`src/wcfc_pkg.sv`:
```
// Package for the word CRC-32 frame checker: types, constants and the CRC fold matrices.
`timescale 1ns / 1ps
`default_nettype none

package wcfc_pkg;

  // Counter width; the result fields carry the low 32 bits (zero-extended when narrower)
  localparam int unsigned CountWidth = 32;

  localparam logic [31:0] CrcInit = 32'hFFFF_FFFF;
  localparam logic [31:0] CrcPoly = 32'h04C1_1DB7;
  localparam logic [31:0] CrcTop  = 32'h8000_0000;

  // Row j holds the input bits that feed output bit j
  typedef logic [31:0][31:0] crc_mat_t;

  typedef struct packed {
    logic [31:0] data_word;
    logic        last_word;
  } in_req_t;

  typedef struct packed {
    logic        frame_ok;
    logic [31:0] computed_crc;
    logic [31:0] frames_received;
    logic [31:0] crc_error_count;
  } out_rsp_t;

  // Bit-serial fold, MSB first; only evaluated at elaboration to build the matrices
  function automatic logic [31:0] crc_fold_serial(logic [31:0] crc_in, logic [31:0] word);
    logic [31:0] crc;
    logic [31:0] mask;
    logic        top;
    crc  = crc_in;
    mask = CrcTop;
    for (int i = 0; i < 32; i++) begin
      top = |(crc & CrcTop);
      crc = {crc[30:0], 1'b0};
      if (top) begin
        crc = crc ^ CrcPoly;
      end
      if (|(word & mask)) begin
        crc = crc ^ CrcPoly;
      end
      mask = mask >> 1;
    end
    return crc;
  endfunction

  // The fold is linear over GF(2): one matrix for the old CRC, one for the data word
  function automatic crc_mat_t build_mat(logic from_word);
    crc_mat_t    mat;
    logic [31:0] col;
    mat = '0;
    for (int i = 0; i < 32; i++) begin
      if (from_word) begin
        col = crc_fold_serial(32'h0, 32'h1 << i);
      end else begin
        col = crc_fold_serial(32'h1 << i, 32'h0);
      end
      for (int j = 0; j < 32; j++) begin
        mat[j][i] = col[j];
      end
    end
    return mat;
  endfunction

  localparam crc_mat_t CrcMatState = build_mat(1'b0);
  localparam crc_mat_t CrcMatWord  = build_mat(1'b1);

  // Combinational fold of a whole word: each output bit is an XOR tree
  function automatic logic [31:0] crc_fold_word(logic [31:0] crc, logic [31:0] word);
    logic [31:0] res;
    for (int j = 0; j < 32; j++) begin
      res[j] = ^(crc & CrcMatState[j]) ^ ^(word & CrcMatWord[j]);
    end
    return res;
  endfunction

endpackage

`default_nettype wire

```
`src/word_crc32_frame_check_core.sv`:
```
// Top level of the word CRC-32 frame checker: input register, CRC fold, result register.
`timescale 1ns / 1ps
`default_nettype none

// Word-serial CRC-32 frame checker (polynomial 0x04C11DB7, MSB first, init all ones,
// no final XOR). One 32-bit word is taken per cycle while the pipeline does not stall.
// Data words are folded into the running CRC through a combinational XOR network; a
// word flagged last_word holds the received CRC and is compared against the running
// CRC instead of being folded. Each last word yields one response with pass/fail, the
// computed CRC and saturating frame and error counts, then the CRC restarts. A last
// word passes the input register, then the result register, to give its response;
// throughput is one word per cycle while the pipeline does not stall. A data word
// produces no response. The pipeline stalls only when a response is pending and not taken.
module word_crc32_frame_check_core (
  input  wire                 clk_i,
  input  wire                 rst_ni,
  input  wire                 in_valid_i,
  output logic                in_ready_o,
  input  wcfc_pkg::in_req_t   in_req_i,
  output logic                out_valid_o,
  input  wire                 out_ready_i,
  output wcfc_pkg::out_rsp_t  out_rsp_o
);

  // Input register
  logic                 in_valid_q;
  wcfc_pkg::in_req_t    in_q;
  // State
  logic [31:0]          crc_q, crc_d;
  logic [wcfc_pkg::CountWidth-1:0] frame_cnt_q, frame_cnt_d;
  logic [wcfc_pkg::CountWidth-1:0] err_cnt_q, err_cnt_d;
  // Result register
  logic                 out_valid_q;
  wcfc_pkg::out_rsp_t   rsp_q, rsp_d;

  logic                 adv;
  logic                 load_rsp;
  logic                 crc_match;

  // Stage advances unless a last word would land on an untaken response
  assign adv        = in_valid_q && (!in_q.last_word || !out_valid_q || out_ready_i);
  assign load_rsp   = adv && in_q.last_word;
  assign in_ready_o = !in_valid_q || adv;
  assign crc_match  = (crc_q == in_q.data_word);

  // Input register
  always_ff @(posedge clk_i or negedge rst_ni) begin
    if (!rst_ni) begin
      in_valid_q <= 1'b0;
    end else if (in_ready_o) begin
      in_valid_q <= in_valid_i;
    end
  end

  always_ff @(posedge clk_i) begin
    if (in_ready_o && in_valid_i) begin
      in_q <= in_req_i;
    end
  end

  // CRC and counter update
  always_comb begin
    crc_d       = crc_q;
    frame_cnt_d = frame_cnt_q;
    err_cnt_d   = err_cnt_q;
    if (adv) begin
      if (in_q.last_word) begin
        crc_d = wcfc_pkg::CrcInit;
        if (!(&frame_cnt_q)) begin
          frame_cnt_d = frame_cnt_q + 1'b1;
        end
        if (!crc_match && !(&err_cnt_q)) begin
          err_cnt_d = err_cnt_q + 1'b1;
        end
      end else begin
        crc_d = wcfc_pkg::crc_fold_word(crc_q, in_q.data_word);
      end
    end
  end

  always_ff @(posedge clk_i or negedge rst_ni) begin
    if (!rst_ni) begin
      crc_q       <= wcfc_pkg::CrcInit;
      frame_cnt_q <= '0;
      err_cnt_q   <= '0;
    end else begin
      crc_q       <= crc_d;
      frame_cnt_q <= frame_cnt_d;
      err_cnt_q   <= err_cnt_d;
    end
  end

  // Response build
  always_comb begin
    rsp_d.frame_ok        = crc_match;
    rsp_d.computed_crc    = crc_q;
    rsp_d.frames_received = 32'(frame_cnt_d);
    rsp_d.crc_error_count = 32'(err_cnt_d);
  end

  // Result register
  always_ff @(posedge clk_i or negedge rst_ni) begin
    if (!rst_ni) begin
      out_valid_q <= 1'b0;
    end else if (load_rsp) begin
      out_valid_q <= 1'b1;
    end else if (out_ready_i) begin
      out_valid_q <= 1'b0;
    end
  end

  always_ff @(posedge clk_i) begin
    if (load_rsp) begin
      rsp_q <= rsp_d;
    end
  end

  assign out_valid_o = out_valid_q;
  assign out_rsp_o   = rsp_q;

  // Checks
  a_crc_restart: assert property (@(posedge clk_i) disable iff (!rst_ni)
    load_rsp |=> (crc_q == wcfc_pkg::CrcInit))
    else $error("running CRC not restarted after last word");

  a_err_le_frames: assert property (@(posedge clk_i) disable iff (!rst_ni)
    err_cnt_q <= frame_cnt_q)
    else $error("error count exceeds frame count");

  a_no_overwrite: assert property (@(posedge clk_i) disable iff (!rst_ni)
    (load_rsp && out_valid_q) |-> out_ready_i)
    else $error("pending response overwritten");

  a_rsp_follows_last: assert property (@(posedge clk_i) disable iff (!rst_ni)
    load_rsp |=> out_valid_o)
    else $error("last word gave no response");

endmodule

`default_nettype wire
```
`config.mk`:
```
export PLATFORM = sky130hd
export DESIGN_NAME = word_crc32_frame_check_core
export DESIGN_NICKNAME = d
export VERILOG_FILES = /design/src/wcfc_pkg.sv /design/src/word_crc32_frame_check_core.sv
export SDC_FILE = /design/constraint.sdc
export NUM_CORES = 1
export LEC_CHECK = 0
export BUFFER_PORTS_ARGS = -buffer_cell sky130_fd_sc_hd__buf_2
export CORE_MARGIN = 2
export CORE_UTILIZATION = 30
export CTS_CLUSTER_DIAMETER = 150
export DETAILED_ROUTE_END_ITERATION = 7
export GPL_TIMING_DRIVEN = 0
export HOLD_SLACK_MARGIN = 0.15
export PLACE_DENSITY_LB_ADDON = 0.2
export SLEW_MARGIN = 20
export SYNTH_ARGS = -nofsm -noshare
export SYNTH_HDL_FRONTEND = slang
export SYNTH_SLANG_ARGS = --single-unit
```
`constraint.sdc`:
```
create_clock -name clk_i -period 9.4 [get_ports clk_i]
set_clock_uncertainty 0.1 [all_clocks]
set_input_delay 0.94 -clock clk_i [delete_from_list [all_inputs] [get_ports clk_i]]
set_output_delay 0.94 -clock clk_i [all_outputs]
set_load 0.01 [all_outputs]
```
# Word level (Yosys, flattened, before mapping)
# Cells that the tools add are included.
dict set report classes {
  n_addsub 2
  eq_ne 1
  muxes 9
  bitwise_logic 32
  reduce_logical 79
}
# op n
set op_table {}
lappend op_table {{32-bit XOR reduction} 64}
lappend op_table {{32-bit 2-to-1 mux} 7}
lappend op_table {{32-bit by 1-bit adder with 32-bit output, second input constant} 2}
lappend op_table {{32-bit AND reduction} 2}
lappend op_table {{32-bit equality test} 1}
lappend op_table {{1-bit bitwise XOR} 32}
lappend op_table {{1-bit zero test} 5}
lappend op_table {{1-bit logical AND} 4}
lappend op_table {{1-bit logical OR} 3}
lappend op_table {{1-bit 2-to-1 mux} 2}
lappend op_table {{2-bit nonzero test} 1}
dict set report word_totals {
  register_bits 228
  inputBits 37
  out_inout_bits 99
  wordCells 134
}

# Logic depth before layout (Yosys ltp)
dict set report depth {
  word_depth 6
  ltp_mapped 10
  mapped_depth_nobuf 8
}

# Least setup slack after synthesis
# OpenSTA, ideal clock, no wires.
dict set report synth_path {
  path_kind {in2reg}
  from {input out_ready_i}
  to {register rsp_q (netlist bit out_rsp_o[55]), data pin}
  setup_ns 0.263
  arrival_time_ns 4.395
  required_time_ns 9.037
  slack_ns 4.642
  path_stages 9
  n_path_buf 1
  path_cell_list {nand2b_1 -> nand3_1 -> inv_1 -> and3_1 -> and3b_1 -> buf_2 -> nand3_1 -> or2_2 -> xnor2_1}
}
dict set report synth_via {
  elab_chain_cells 3
}
# item line_no
set synth_lines {}
lappend synth_lines {{start, declared} word_crc32_frame_check_core.sv:21} ;# input wire out_ready_i,
lappend synth_lines {{1-bit logical OR} word_crc32_frame_check_core.sv:41} ;# assign adv = in_valid_q && (!in_q.last_word || !out_valid_q || out_ready_i);
lappend synth_lines {{1-bit logical AND} word_crc32_frame_check_core.sv:41}
lappend synth_lines {{32-bit 2-to-1 mux} word_crc32_frame_check_core.sv:66} ;# if (adv) begin
lappend synth_lines {{named net frame_cnt_d (one bit)} word_crc32_frame_check_core.sv:30} ;# logic [wcfc_pkg::CountWidth-1:0] frame_cnt_q, frame_cnt_d;
lappend synth_lines {{end signal, assigned} word_crc32_frame_check_core.sv:114} ;# rsp_q <= rsp_d;
lappend synth_lines {{end, declared} word_crc32_frame_check_core.sv:34} ;# wcfc_pkg::out_rsp_t rsp_q, rsp_d;
# The timed path passes the listed nets, and every way through them passes these cells.
# A chain may end at the register's enable or synchronous reset.

# Final worst setup path
dict set report layout_path {
  from {register in_q[0] (netlist name)}
  to {register rsp_q (netlist bit out_rsp_o[55]), data pin}
}
dict set report layout_via {
  elab_chain_cells 5
  elab_cells_between_ends 6
  cone_classes {2 x mux; 4 x reduce/logical}
}
# item line_no
set layout_lines {}
lappend layout_lines {{start, declared} word_crc32_frame_check_core.sv:27} ;# wcfc_pkg::in_req_t in_q;
lappend layout_lines {{start signal, assigned} word_crc32_frame_check_core.sv:57} ;# in_q <= in_req_i;
lappend layout_lines {{1-bit zero test} word_crc32_frame_check_core.sv:41}
lappend layout_lines {{1-bit logical OR (2 in a row)} word_crc32_frame_check_core.sv:41}
lappend layout_lines {{1-bit logical AND} word_crc32_frame_check_core.sv:41}
lappend layout_lines {{32-bit 2-to-1 mux (*)} word_crc32_frame_check_core.sv:66}
lappend layout_lines {{named net frame_cnt_d (one bit)} word_crc32_frame_check_core.sv:30}
# The timed path passes the listed nets; every way through them passes the cells marked *.

==> key figures <==
Outcome
  • Status: finished clean

Finish
  • Diode count: 0
  • Final net count: 1022
  • Core Util, Final: 36.76%
  • Multi-input combinational cell area: 0.004842 sq mm
  • Layout cells sized above 1: 27.59%
  • Most frequent cells in the layout: 247 x xnor2_1, 139 x buf_2, 130 x edfxtp_1
  • Filler cell count: 3753
  • Design area: 0.01378 sq mm
  • Commonest non-fill, non-tap cell in the layout: xnor2_1
  • Final cell count without fillers: 1515
  • Storage cell area: 0.006396 sq mm
  • Area Overhead vs Synth: 21.48%

Routing
  • DRT Pass-1 Iters: 4
  • Post-Route WL: 28860 um
  • Vias per inst: 4.343
  • WL met2: 13590 um
  • Metal3 WL: 1546 um
  • DRC viols: 0
  • Metal-1 WL: 13080 um
  • DR top layer: met5
  • Via Count: 6580
  • Initial drt markers: 256
  • WL/cell: 19.05 um
  • Remaining antenna violation count: 0

Critical path
  • Reg2Reg Depth: 10
  • Critical path class: flop to flop
  • Crit-path max FO: 76
  • Worst reg-to-reg setup slack: 6110 ps
  • Startpoint Class: flop
  • Crit path DAT: 3500 ps
  • CP required: 9620 ps
  • Reg-to-Reg End: out_rsp_o[55]
  • Crit end category: flop
  • Critical Path Start: in_q[0]
  • Reg2reg start: in_q[0]

Floorplanning
  • Die area: 0.03939 sq mm
  • Core Area: 0.03749 sq mm
  • Starting Density: 30.26%
  • IO Count: 136
  • Die height: 198.5 um
  • Die W: 198.5 um
  • Row count: 71

Clocking
  • Clk root buf: clkbuf_16
  • Clk buf depth: 3
  • CTS sink cnt: 228
  • Post-CTS Setup Bufs: 0
  • CTS tree: yes
  • Max H-tree Level: 1
  • # hold bufs at CTS: 0
  • Inserted Clock Buffers: 28
  • Post-CTS Resized: 0
  • Clock transition at path regs: 60 ps
  • Worst-Skew Late Latency: 570 ps

STA
  • Final worst path period need: 3285 ps
  • Final worst slack: 6115 ps
  • Final Hold Fails: 0
  • Slew HR: 38.57%
  • Period utilization: 34.95%
  • Setup violations, final: 0
  • Least-Margin Pin Slew: 914.9 ps
  • Max Fclk: 304.4 MHz
  • Max-slew violations: 0
  • Fin Hold WS: 260.7 ps
  • Unrepaired setup endpoints after global routing: no
  • Setup_tns: 0 ps

Placement
  • DP Worst Slack: 5549 ps
  • Post-DP Area: 0.01275 sq mm
  • Placed Instances: 1464
  • Post-DP HPWL: 20890 um
  • Port Buffer Count: 135
  • Placer congestion estimate: 0.8918

Logic synthesis
  • Post-synthesis cell count: 815
  • Register bit count reported by yosys: 228
  • Synthesized cell area: 0.01134 sq mm
  • Seq/Total Area, Yosys: 56.38%
  • Yosys top cell by area: edfxtp_1
  • Netlist cell types: 46
  • Mean Syn Cell Area: 13.92 sq um
  • Syn nets: 854
  • Synth top area cells: edfxtp_1 34%, xnor2_1 19%, dfrtp_1 15%, dfstp_2 7.4%, xor2_1 4.6%
  • Synthesis Warnings: 0
  • Post-synth top area share: 34.41%

Min path
  • Tightest Hold Check Type: input port to async pin

Global routing
  • GRT Total Usage: 14.90%
  • Initial antenna violation count: 1
  • Gr ovfl total: 0
  • Largest net degree at the start of global routing: 77
  • First-pass GRT wire length: 43440 um
  • Vias in the first global route: 6882

Power and ir drop
  • Max IR drop VDD: 196.0 uV
  • Power consumption: 6.417 mW
  • Leak: 5.141 nW
  • Pwr dens: 465.6 mW/mm^2

Job
  • Max cap viols: 0
==> flip-flops by register name, indices dropped and copies added (netlist names) <==
name,count
frame_cnt_q,32
in_valid_q,1
in_q,33
out_valid_o,1
err_cnt_q,32
out_rsp_o,97
crc_q,32
==> area by class of cell <==
type	instances	area share [%]
sequential	228	46.41
multi-input combinational	563	35.13
clock buffer	43	6.074
timing repair buffer	138	5.492
tap	511	4.639
clock inverter	8	1.407
buffer	20	0.6990
inverter	4	0.1453
==> metal layers <==
layer / vias up / global-route usage, %
li1: 3157 / -
met1: 3215 / 19.64
met2: 156 / 24.81
met3: 50 / 3.374
met4: 2 / 3.731
met5: - / 0
==> how the worst max path moves through the flow <==
stage	to	slack, ps	depth (start not counted)
after global placement	out_rsp_o[55]	2850	10
after floorplan	out_rsp_o[55]	4640	9
final	out_rsp_o[55]	6110	10
after global routing	out_rsp_o[49]	5860	10
after detailed placement	out_rsp_o[55]	5550	11
after CTS	out_rsp_o[55]	5960	10
==> kinds of logic (layout without fill, tap and decap cells) <==
logic type	count (synthesis)	in the layout	synth area share, %
XOR/XNOR	350	350	31.59
flip-flops	228	228	56.38
AND/OR/NAND/NOR	169	169	8.162
AO/OA/AOI/OAI	39	39	2.382
buffers and inverters	24	213	0.9814
multiplexers	3	3	0.2867
adder cells (fa/ha/maj)	2	2	0.2205
==> synth_stat cells (all sizes together) <==
master / number
and3: 17
o32a: 1
nor2b: 1
buf: 8
nand4: 26
xor2: 62
nand4b: 2
or3: 1
or4: 3
a21oi: 5
o21a: 1
nor4: 2
xnor3: 3
nand2b: 3
a31oi: 20
inv: 4
o22a: 9
nand3: 27
mux2: 2
nor2: 36
o21ai: 1
clkbuf: 12
dfstp: 32
and4: 7
and2: 7
nand2: 30
mux2i: 1
ha: 2
a21boi: 2
xnor2: 285
nor3: 4
and3b: 1
dfrtp: 66
or2: 2
edfxtp: 130
==> worst max-delay path, stage by stage, from the launching register on <==
cell and delay (ps):
edfxtp_1 320, clkbuf_1 310, nand3_1 330, inv_6 360
buf_16 360, and3_1 290, and3b_1 160, buf_2 180
nand3_1 130, or2_2 330, xnor2_1 140
==> power by group <==
| group | leakage, nW | switching (mW) | internal (mW) |
|---|---|---|---|
| Sequential | 2.43 | 0.134 | 1.28 |
| Clock | 0.501 | 0.434 | 0.749 |
| Combinational | 2.21 | 1.98 | 1.84 |
| Total | 5.14 | 2.55 | 3.87 |
Note: power is estimated with default switching activity, not from simulation.
